===== config.mk =====
export PLATFORM = sky130hd
export DESIGN_NAME = contiguous_slab_allocator
export DESIGN_NICKNAME = d
export VERILOG_FILES = /design/src/hw/rtl/csa_pkg.sv /design/src/hw/rtl/csa_ctrl.sv /design/src/hw/rtl/csa_dp.sv /design/src/hw/rtl/contiguous_slab_allocator.sv
export SDC_FILE = /design/constraint.sdc
export NUM_CORES = 2
export LEC_CHECK = 0
export BUFFER_PORTS_ARGS = -buffer_cell sky130_fd_sc_hd__buf_2
export CORE_ASPECT_RATIO = 1.4
export CORE_MARGIN = 3
export CORE_UTILIZATION = 35
export DETAILED_ROUTE_END_ITERATION = 12
export PLACE_DENSITY_LB_ADDON = 0.1
export SYNTH_ARGS = -nofsm -noshare
export SYNTH_HDL_FRONTEND = slang
export SYNTH_MEMORY_MAX_BITS = 65536
export SYNTH_SLANG_ARGS = --single-unit

===== constraint.sdc =====
create_clock -name clk -period 19.03 [get_ports clk]
set_clock_uncertainty 0.05 [all_clocks]
set_input_delay 0.9515 -clock clk [delete_from_list [all_inputs] [get_ports clk]]
set_output_delay 0.9515 -clock clk [all_outputs]
set_load 0.05 [all_outputs]

===== src/hw/rtl/csa_pkg.sv =====
// shared constants, state type and control/status bundles for the slab allocator
package csa_pkg;

    localparam int NUM_SLABS  = 256;
    localparam int SLAB_BYTES = 64;
    localparam int HDR_BYTES  = 4;
    localparam int BYTES_W    = 14;
    localparam int IDX_W      = $clog2(NUM_SLABS);
    localparam int LINK_W     = $clog2(NUM_SLABS + 1);
    localparam int SUM_W      = $clog2((1 << BYTES_W) + HDR_BYTES + SLAB_BYTES) + 1;

    localparam logic [LINK_W-1:0] NIL_LINK = LINK_W'(NUM_SLABS);

    typedef enum logic [2:0] {
        ST_INIT,
        ST_IDLE,
        ST_ALLOC,
        ST_WALK,
        ST_FREE_RD,
        ST_FREE_PUSH,
        ST_DONE
    } csa_state_t;

    typedef struct packed {
        logic init_step;
        logic cap_in;
        logic alloc_init;
        logic walk_step;
        logic free_load;
        logic push;
    } csa_cmd_t;

    typedef struct packed {
        logic init_last;
        logic alloc_go;
        logic walk_done;
        logic free_go;
        logic push_last;
    } csa_stat_t;

endpackage


===== src/hw/rtl/csa_ctrl.sv =====
// controller state machine sequencing init sweep, list walk and free push
module csa_ctrl (
    input  logic               clk,
    input  logic               rst_n,
    input  logic               start,
    input  logic               mode,
    input  csa_pkg::csa_stat_t stat,
    output csa_pkg::csa_cmd_t  cmd,
    output logic               busy,
    output logic               done
);
    import csa_pkg::*;

    csa_state_t state_reg;
    csa_state_t state_next;

    always_ff @(posedge clk or negedge rst_n)
    begin
        if (!rst_n)
        begin
            state_reg <= ST_INIT;
        end
        else
        begin
            state_reg <= state_next;
        end
    end

    always_comb
    begin
        state_next = state_reg;
        case (state_reg)
            ST_INIT:
            begin
                if (stat.init_last)
                begin
                    state_next = ST_IDLE;
                end
            end
            ST_IDLE:
            begin
                if (start)
                begin
                    state_next = mode ? ST_FREE_RD : ST_ALLOC;
                end
            end
            ST_ALLOC:
            begin
                state_next = stat.alloc_go ? ST_WALK : ST_DONE;
            end
            ST_WALK:
            begin
                if (stat.walk_done)
                begin
                    state_next = ST_DONE;
                end
            end
            ST_FREE_RD:
            begin
                state_next = stat.free_go ? ST_FREE_PUSH : ST_DONE;
            end
            ST_FREE_PUSH:
            begin
                if (stat.push_last)
                begin
                    state_next = ST_DONE;
                end
            end
            ST_DONE:
            begin
                state_next = ST_IDLE;
            end
            default:
            begin
                state_next = ST_IDLE;
            end
        endcase
    end

    always_comb
    begin
        cmd  = '0;
        busy = 1'b1;
        done = 1'b0;
        case (state_reg)
            ST_INIT:
            begin
                cmd.init_step = 1'b1;
            end
            ST_IDLE:
            begin
                busy       = 1'b0;
                cmd.cap_in = start;
            end
            ST_ALLOC:
            begin
                cmd.alloc_init = 1'b1;
            end
            ST_WALK:
            begin
                cmd.walk_step = 1'b1;
            end
            ST_FREE_RD:
            begin
                cmd.free_load = 1'b1;
            end
            ST_FREE_PUSH:
            begin
                cmd.push = 1'b1;
            end
            ST_DONE:
            begin
                done = 1'b1;
            end
            default:
            begin
                busy = 1'b1;
            end
        endcase
    end

endmodule


===== src/hw/rtl/csa_dp.sv =====
// datapath: link and run-length memories, list head, walk and push registers
module csa_dp (
    input  logic                          clk,
    input  logic                          rst_n,
    input  csa_pkg::csa_cmd_t             cmd,
    input  logic [csa_pkg::BYTES_W-1:0]   alloc_bytes,
    input  logic [csa_pkg::IDX_W-1:0]     slab_index,
    output csa_pkg::csa_stat_t            stat,
    output logic                          status,
    output logic [csa_pkg::IDX_W-1:0]     first_slab,
    output logic [csa_pkg::LINK_W-1:0]    slab_count
);
    import csa_pkg::*;

    logic [LINK_W-1:0] link_mem [NUM_SLABS];
    logic [LINK_W-1:0] rl_mem   [NUM_SLABS];

    logic [LINK_W-1:0] head_reg, head_next;
    logic [IDX_W-1:0]  init_cnt_reg;

    logic [LINK_W-1:0] link_q_reg;
    logic [LINK_W-1:0] rl_q_reg;
    logic [IDX_W-1:0]  idx_reg;
    logic [LINK_W-1:0] n_reg;
    logic              n_ok_reg;
    logic [LINK_W-1:0] cur_reg, cur_next;
    logic [LINK_W-1:0] last_reg, last_next;
    logic [IDX_W-1:0]  start_reg, start_next;
    logic [LINK_W-1:0] left_reg, left_next;
    logic [LINK_W-1:0] steps_reg, steps_next;
    logic [LINK_W-1:0] cnt_reg, cnt_next;
    logic              res_status_reg, res_status_next;
    logic [IDX_W-1:0]  res_first_reg, res_first_next;
    logic [LINK_W-1:0] res_count_reg, res_count_next;

    logic [SUM_W-1:0]  byte_sum;
    logic [SUM_W-1:0]  n_full;
    logic [LINK_W-1:0] cur_p1;
    logic              walk_hit;
    logic              walk_cont;
    logic              walk_fail;
    logic [LINK_W-1:0] idx_ext;
    logic [LINK_W-1:0] free_lim;
    logic [LINK_W-1:0] free_n;
    logic [LINK_W-1:0] push_slab;

    logic              lw_en;
    logic [IDX_W-1:0]  lw_addr;
    logic [LINK_W-1:0] lw_data;
    logic [IDX_W-1:0]  lr_addr;
    logic              rw_en;

    assign byte_sum = SUM_W'(alloc_bytes) + SUM_W'(HDR_BYTES + SLAB_BYTES - 1);
    assign n_full   = SUM_W'(byte_sum / SLAB_BYTES);

    assign cur_p1    = cur_reg + LINK_W'(1);
    assign walk_hit  = (left_reg == '0);
    assign walk_cont = !walk_hit && (steps_reg < NIL_LINK) && (link_q_reg == cur_p1)
                       && (cur_p1 < NIL_LINK);
    assign walk_fail = !walk_hit && !walk_cont
                       && ((link_q_reg >= NIL_LINK) || (steps_reg >= NIL_LINK));

    assign idx_ext   = LINK_W'(idx_reg);
    assign free_lim  = NIL_LINK - idx_ext;
    assign push_slab = idx_ext + cnt_reg - LINK_W'(1);

    always_comb
    begin
        if (idx_ext >= NIL_LINK)
        begin
            free_n = '0;
        end
        else if (rl_q_reg > free_lim)
        begin
            free_n = free_lim;
        end
        else
        begin
            free_n = rl_q_reg;
        end
    end

    always_comb
    begin
        stat.init_last = (init_cnt_reg == IDX_W'(NUM_SLABS - 1));
        stat.alloc_go  = n_ok_reg && (head_reg < NIL_LINK);
        stat.walk_done = walk_hit || walk_fail;
        stat.free_go   = (free_n != '0);
        stat.push_last = (cnt_reg == LINK_W'(1));
    end

    always_comb
    begin
        head_next       = head_reg;
        cur_next        = cur_reg;
        last_next       = last_reg;
        start_next      = start_reg;
        left_next       = left_reg;
        steps_next      = steps_reg;
        cnt_next        = cnt_reg;
        res_status_next = res_status_reg;
        res_first_next  = res_first_reg;
        res_count_next  = res_count_reg;
        lw_en           = 1'b0;
        lw_addr         = init_cnt_reg;
        lw_data         = LINK_W'(init_cnt_reg) + LINK_W'(1);
        lr_addr         = link_q_reg[IDX_W-1:0];
        rw_en           = 1'b0;

        if (cmd.init_step)
        begin
            lw_en = 1'b1;
        end

        if (cmd.alloc_init)
        begin
            lr_addr         = head_reg[IDX_W-1:0];
            cur_next        = head_reg;
            last_next       = NIL_LINK;
            start_next      = head_reg[IDX_W-1:0];
            left_next       = n_reg - LINK_W'(1);
            steps_next      = LINK_W'(1);
            res_status_next = 1'b1;
            res_first_next  = '0;
            res_count_next  = '0;
        end

        if (cmd.walk_step)
        begin
            if (walk_hit)
            begin
                rw_en           = 1'b1;
                res_status_next = 1'b0;
                res_first_next  = start_reg;
                res_count_next  = n_reg;
                if (last_reg < NIL_LINK)
                begin
                    lw_en   = 1'b1;
                    lw_addr = last_reg[IDX_W-1:0];
                    lw_data = link_q_reg;
                end
                else
                begin
                    head_next = link_q_reg;
                end
            end
            else if (walk_cont)
            begin
                cur_next   = link_q_reg;
                left_next  = left_reg - LINK_W'(1);
                steps_next = steps_reg + LINK_W'(1);
            end
            else if (walk_fail)
            begin
                res_status_next = 1'b1;
                res_first_next  = '0;
                res_count_next  = '0;
            end
            else
            begin
                last_next  = cur_reg;
                cur_next   = link_q_reg;
                start_next = link_q_reg[IDX_W-1:0];
                left_next  = n_reg - LINK_W'(1);
                steps_next = steps_reg + LINK_W'(1);
            end
        end

        if (cmd.free_load)
        begin
            cnt_next        = free_n;
            res_status_next = 1'b0;
            res_first_next  = idx_reg;
            res_count_next  = free_n;
        end

        if (cmd.push)
        begin
            lw_en     = 1'b1;
            lw_addr   = push_slab[IDX_W-1:0];
            lw_data   = head_reg;
            head_next = push_slab;
            cnt_next  = cnt_reg - LINK_W'(1);
        end
    end

    always_ff @(posedge clk or negedge rst_n)
    begin
        if (!rst_n)
        begin
            head_reg     <= '0;
            init_cnt_reg <= '0;
        end
        else
        begin
            head_reg <= head_next;
            if (cmd.init_step)
            begin
                init_cnt_reg <= init_cnt_reg + IDX_W'(1);
            end
        end
    end

    always_ff @(posedge clk)
    begin
        cur_reg        <= cur_next;
        last_reg       <= last_next;
        start_reg      <= start_next;
        left_reg       <= left_next;
        steps_reg      <= steps_next;
        cnt_reg        <= cnt_next;
        res_status_reg <= res_status_next;
        res_first_reg  <= res_first_next;
        res_count_reg  <= res_count_next;
        if (cmd.cap_in)
        begin
            idx_reg  <= slab_index;
            n_reg    <= n_full[LINK_W-1:0];
            n_ok_reg <= (n_full != '0) && (n_full <= SUM_W'(NUM_SLABS));
        end
    end

    // next-link memory, one write and one registered read per cycle
    always_ff @(posedge clk)
    begin
        if (lw_en)
        begin
            link_mem[lw_addr] <= lw_data;
        end
        link_q_reg <= link_mem[lr_addr];
    end

    // run-length memory
    always_ff @(posedge clk)
    begin
        if (rw_en)
        begin
            rl_mem[start_reg] <= n_reg;
        end
        if (cmd.cap_in)
        begin
            rl_q_reg <= rl_mem[slab_index];
        end
    end

    assign status     = res_status_reg;
    assign first_slab = res_first_reg;
    assign slab_count = res_count_reg;

endmodule


===== src/hw/rtl/contiguous_slab_allocator.sv =====
// top level of the contiguous slab allocator: controller plus datapath
// allocate: ALLOC, then WALK over k <= NUM_SLABS list links, one per cycle, then DONE
// free: FREE_RD, then FREE_PUSH of the n slabs pushed back, one link write per cycle, then DONE
// one word in flight; busy drops after the done cycle, and only then is a new word taken
// after reset a sweep over all NUM_SLABS slabs (256) rebuilds the ascending free list, busy high
// the done strobe lasts one cycle and the receiver cannot stall it
module contiguous_slab_allocator (
    input  logic                          clk,
    input  logic                          rst_n,
    input  logic                          start,
    output logic                          busy,
    input  logic                          mode,
    input  logic [csa_pkg::BYTES_W-1:0]   alloc_bytes,
    input  logic [csa_pkg::IDX_W-1:0]     slab_index,
    output logic                          done,
    output logic                          status,
    output logic [csa_pkg::IDX_W-1:0]     first_slab,
    output logic [csa_pkg::LINK_W-1:0]    slab_count
);
    import csa_pkg::*;

    csa_cmd_t  cmd;
    csa_stat_t stat;

    csa_ctrl u_ctrl (
        .clk   (clk),
        .rst_n (rst_n),
        .start (start),
        .mode  (mode),
        .stat  (stat),
        .cmd   (cmd),
        .busy  (busy),
        .done  (done)
    );

    csa_dp u_dp (
        .clk         (clk),
        .rst_n       (rst_n),
        .cmd         (cmd),
        .alloc_bytes (alloc_bytes),
        .slab_index  (slab_index),
        .stat        (stat),
        .status      (status),
        .first_slab  (first_slab),
        .slab_count  (slab_count)
    );

    a_accept_busy: assert property (@(posedge clk) disable iff (!rst_n)
        (start && !busy) |=> busy)
        else $error("accepted word did not raise busy");

    a_done_idle: assert property (@(posedge clk) disable iff (!rst_n)
        done |=> !busy)
        else $error("block not idle after result");

    a_fail_zero: assert property (@(posedge clk) disable iff (!rst_n)
        (done && status) |-> (slab_count == '0 && first_slab == '0))
        else $error("failed allocate carries nonzero result");

endmodule


=== Yosys cells after proc, flatten, opt, wreduce, memory -nomap -nowiden ===
Memories as Yosys holds them, arrays and structs flattened. A register that Yosys moved wholly into a read port is not among the register bits.
Index checks and enable logic that the tools add are counted.

* Input port bits: 26
* Output and inout port bits: 20
* Memories kept: 2
* Word-level logic and storage cells: 157
* Memory bits (writable): 4608
* Register bits: 109

* Reduce and logical (&&, ||, !) cells: 20
* Equality and inequality tests: 14
* Add/subtract/negate cells: 11
* $lt $le $gt $ge: 9
* Mux-type cells: 86

{| class="wikitable"
|+ Memory list
! memory !! words !! bits a word !! read ports !! clocked after memory_dff !! wr ports !! line !! source
|-
| u_dp.link_mem || 256 || 9 || 1 || 1 || 1 || csa_dp.sv:15 || <nowiki>logic [LINK_W-1:0] link_mem [NUM_SLABS];</nowiki>
|-
| u_dp.rl_mem || 256 || 9 || 1 || 1 || 1 || csa_dp.sv:16 || <nowiki>logic [LINK_W-1:0] rl_mem [NUM_SLABS];</nowiki>
|}

{| class="wikitable"
|+ Operators with widths
! cell !! number
|-
| $mux W9 || 38
|-
| $mux W8 || 16
|-
| $lt A9 B9 Y1 const B || 4
|-
| $sub A9 B1 Y9 const B || 4
|-
| $mux W1 || 24
|-
| $add A9 B1 Y9 const B || 2
|-
| $ge A9 B9 Y1 const B || 2
|-
| $mux W3 || 6
|-
| $pmux W3 S6 || 1
|-
| $reduce_bool A16 Y1 || 1
|-
| $add A14 B7 Y15 const B || 1
|-
| $le A10 B9 Y1 const B || 1
|-
| $ne A2 B2 Y1 const B || 5
|-
| $add A8 B1 Y9 const B || 1
|-
| $add A8 B9 Y9 || 1
|-
| $eq A3 B3 Y1 const B || 3
|-
| $eq A9 B1 Y1 const B || 1
|-
| $eq A9 B9 Y1 || 1
|-
| $ge A8 B9 Y1 const B || 1
|-
| $gt A9 B9 Y1 || 1
|-
| $logic_not A9 Y1 || 1
|-
| $reduce_bool A9 Y1 || 1
|-
| $sub A9 B8 Y9 const A || 1
|-
| $add A8 B1 Y8 const B || 1
|-
| other kinds (11) || 22
|}

=== Depth between registers and ports, before layout ===
* Depth in word-level cells: 13
* Depth in mapped cells: 15
* Mapped depth without buffers: 14

=== Cells and area by module ===
Synthesis repeated with hierarchy kept, for this count alone.

* Cells, all modules: 10363
* Area total of the unflattened synthesis: 186731.6 um^2

{| class="wikitable"
|+ Modules (own cells, without submodules)
! module !! cells an instance !! area each (um^2) !! times used !! sequential area each (um^2)
|-
| csa_dp || 10328 || 186425.0 || 1 || 141300.5
|-
| csa_ctrl || 35 || 306.5 || 1 || 75.1
|}

=== Worst setup path before layout ===
Ideal clock, no wire load.

* Kind: reg2reg
* From: register u_dp.left_reg[0]
* To: memory u_dp.link_mem[0][1] (netlist name) (data pin)
* Cell stages (with the launch flop): 10
* Clock period less this slack: 14122 ps
* Arrival: 11884 ps
* Buffers on the path: 2
* Setup slack: 4908 ps
* Required time: 16793 ps
* Setup time: 2187 ps
* Cells stage by stage: dfxtp_1 -> inv_1 -> ha_1 -> nor3b_4 -> nand4b_4 -> nor3_4 -> buf_4 -> clkbuf_1 -> mux2i_1 -> o21ai_0

* Word-level cells in the longest chain between the ends: 4

{| class="wikitable"
|+ Ends and longest elaborated chain
! what !! line !! source
|-
| from (decl) || csa_dp.sv:29 || <nowiki>logic [LINK_W-1:0] left_reg, left_next;</nowiki>
|-
| from (signal assigned) || csa_dp.sv:209 || <nowiki>left_reg <= left_next;</nowiki>
|-
| $logic_not A9 Y1 || csa_dp.sv:57 || <nowiki>assign walk_hit = (left_reg == '0);</nowiki>
|-
| $mux W9 || csa_dp.sv:130 || <nowiki>if (walk_hit)</nowiki>
|-
| $mux W9 || csa_dp.sv:128 || <nowiki>if (cmd.walk_step)</nowiki>
|-
| $mux W9 || csa_dp.sv:177 || <nowiki>if (cmd.push)</nowiki>
|-
| net u_dp.lw_data[1] || csa_dp.sv:49 || <nowiki>logic [LINK_W-1:0] lw_data;</nowiki>
|-
| to (decl) || csa_dp.sv:15 ||
|}

The timed path passes the listed nets, and every way through them passes these cells.

=== Worst setup path in the final report ===
* From: register u_ctrl.state_reg[0]
* To: register u_dp.link_q_reg[0] (read register of u_dp.link_mem)

* Word-level cells in the longest chain between the ends: 3

{| class="wikitable"
|+ Ends and longest elaborated chain
! what !! line !! source
|-
| from (decl) || csa_ctrl.sv:14 || <nowiki>csa_state_t state_reg;</nowiki>
|-
| from (signal assigned) || csa_ctrl.sv:25 || <nowiki>state_reg <= state_next;</nowiki>
|-
| $eq A3 B2 Y1 || csa_ctrl.sv:85 || <nowiki>case (state_reg)</nowiki>
|-
| $mux W1 || csa_ctrl.sv:85 ||
|-
| $mux W8 || csa_dp.sv:115 || <nowiki>if (cmd.alloc_init)</nowiki>
|-
| to (decl) || csa_dp.sv:21 || <nowiki>logic [LINK_W-1:0] link_q_reg;</nowiki>
|}

No other way between the ends.
A chain may end at the register's enable or synchronous reset.

==> flow_summary.json <==
{
  "mostFrequentLayoutCell": "edfxtp_1",
  "crit_arrival_ns": 8.64,
  "leakagePower_nw": 65.48,
  "first_pass_iters": 6,
  "relSlewSlack_pct": 6.830,
  "drv_slew": 0,
  "clock.fmax_mhz": 127.3,
  "max-clock-path-buffers": 4,
  "fillers": 47871,
  "ir_worst_vdd_uv": 277.8,
  "end_kind": "flop",
  "power_mw": 30.97,
  "cts.root.buffer_cell": "clkbuf_16",
  "dieArea_sq_mm": 0.5379,
  "syn_area_per_cell_sq_um": 16.90,
  "drc_errors": 0,
  "clkLatencyLatePin_ns": 1.05,
  "io_pins": 46,
  "cp.required_ns": 19.82,
  "fp.dieW_um": 620.7,
  "start_util_pct": 35.19,
  "syn_to_final_growth_pct": 12.77,
  "yosys.area.top_type_share_pct": 75.32,
  "port_buffers": 45,
  "grt_pass1_wl_um": 809500,
  "startpoint_type": "flop",
  "grtUsageTotal_pct": 21.11,
  "ant_nets": 0,
  "outcome": "finished, final reports clean",
  "powerDensity_mw_per_mm2": 148.3,
  "grt_pass1_vias": 103010,
  "ys_async_sr_fraction_pct": 0.4224,
  "clk_pin_slew_ns": 0.07,
  "hold_viol_final": 0,
  "numClockSinks": 4735,
  "worst_slew_pin_slew_ns": 1.387,
  "worstHoldPathType": "in2reg",
  "drive_above_1_share_pct": 16.13,
  "yosysWarnings": 0,
  "chipHeight_um": 866.6,
  "synth_cell_type_count": 71,
  "numCtsBuffers": 467,
  "synth_nets": 11015,
  "ys_seq_area_share_pct": 76.36,
  "layout_common_cells": "edfxtp_1, nand2_1, a21oi_1",
  "whs_ns": 0.1700,
  "nNetsFinal": 11121,
  "core_sq_mm": 0.5262,
  "timing.setup.tns_ns": 0,
  "dp_hpwl_um": 347000,
  "via_per_inst": 5.443,
  "critical_path.max_fanout": 74,
  "grt_max_degree": 187,
  "synth-edff-count": 4644,
  "finalSetupViolCount": 0,
  "vias": 100265,
  "overflow": 0,
  "synth_area_leaders": "edfxtp_1, mux4_2, a21oi_1",
  "rsz0062_at_grt": "no",
  "cap_violations": 0,
  "cts_tree": "yes",
  "synth_top_flop_cell": "edfxtp_1",
  "netlist_instances": 10956,
  "syn_area_sq_mm": 0.1851,
  "wire_per_inst_um": 31.22,
  "gp_congestion": 0.7989,
  "rows": 315,
  "post-route-period-util_pct": 41.28,
  "period_needed_ns": 7.856,
  "synth-seq-cells": 4735,
  "htree_num_levels": 5,
  "top_regs": "u_dp.link_mem (2304), u_dp.rl_mem (2304)",
  "drt-initial-drc-count": 9207,
  "yosysTopAreaCell": "edfxtp_1",
  "routed_wl_um": 575100,
  "critPathKind": "reg2reg",
  "antenna_found_initial": 19
}
## power by group
part,switching (mW),internal (mW),leakage (nW)
clock,4.02,5.05,7.16
combinational,6.77,1.96,15.5
sequential,0.237,12.9,42.8
total,11.0,19.9,65.5
## cells in the mapped netlist, types with 61 or more instances
cell type / number
nand3_1: 357
clkbuf_1: 378
buf_2: 268
inv_1: 61
a21oi_1: 1186
nor2_1: 616
nand2_1: 1502
dfxtp_1: 71
a31oi_1: 139
mux4_2: 756
a22oi_1: 441
edfxtp_1: 4644
## metal layers
layer	vias to the layer above	share of wire (%)	global-route usage, %
li1	43180	-	-
met1	53543	38	25.22
met2	2762	53	38.58
met3	774	4.2	2.359
met4	6	4.6	8.355
met5	-	0.0080	0
## kinds of logic (layout without fill, tap and decap cells)
| group | count (synthesis) | in the layout | synth area share, % |
|---|---|---|---|
| mux | 802 | 802 | 9.465 |
| other cells | 0 | 8 | 0 |
| fa+ha+maj | 33 | 33 | 0.2271 |
| buf+inv | 765 | 1248 | 1.750 |
| compound gates | 1880 | 1880 | 5.920 |
| xor+xnor | 61 | 61 | 0.2886 |
| simple gates | 2680 | 2680 | 5.988 |
| flops | 4735 | 4735 | 76.36 |
## worst max-delay path: stages (launching register included)
cell and delay [ns]:
dfrtp_1 0.63, or3b_4 0.56, a21oi_4 0.83, buf_4 0.79, buf_4 0.73, buf_4 0.78
buf_4 0.72, nand2_1 0.15, a22oi_1 0.22, nand3_1 0.10, a21oi_1 0.62, nor3_1 0.29
nor4_2 0.96
## what timing repair did
action / CTS / global route
hold endpoints to repair: 20 / 0
buffers inserted: 0 / 0
resized for setup: 0 / 0
hold buffers: 1 / 0
## worst paths after layout
kind	from	endpoint	slack (ns)	depth (start not counted)
max in group asynchronous	rst_n	u_dp.head_reg[1]	18.11	2
worst max-delay path	u_ctrl.state_reg[0]	u_dp.link_q_reg[0]	11.17	12
min in group asynchronous	rst_n	u_dp.init_cnt_reg[3]	0.40	2
worst min-delay path	alloc_bytes[6]	u_dp.n_ok_reg	0.17	2
worst min register to register	u_dp.steps_reg[7]	u_dp.steps_reg[7]	0.42	1
worst max register to register	u_ctrl.state_reg[0]	u_dp.link_q_reg[0]	11.17	12
## stage by stage
step / area, sq um / util [%] / setup WS, ns / instances
5_1_grt: 208800 / 39.68 / 10.92 / 18415
3_5_place_dp: 194100 / 36.89 / 11.28 / 17565
3_3_place_gp: 194000 / 36.88 / 10.81 / 17563
4_1_cts: 208700 / 39.67 / 11.23 / 18412
6_report: 208800 / 39.68 / 11.17 / 18421
2_1_floorplan: 185100 / - / 4.908 / 10956
## layout make-up
class / count / area (sq um) / share of cell area, %
diodes: 8 / 20.02 / 0.009589
clock buffers: 583 / 12270 / 5.877
clock inverters: 263 / 2376 / 1.138
inverters: 61 / 229.0 / 0.1097
multi-input cells: 5456 / 41010 / 19.64
flip-flops and latches: 4735 / 141400 / 67.72
well taps: 6974 / 8726 / 4.180
repair buffers: 341 / 2769 / 1.326
Note: power is estimated with default switching activity, not from simulation.
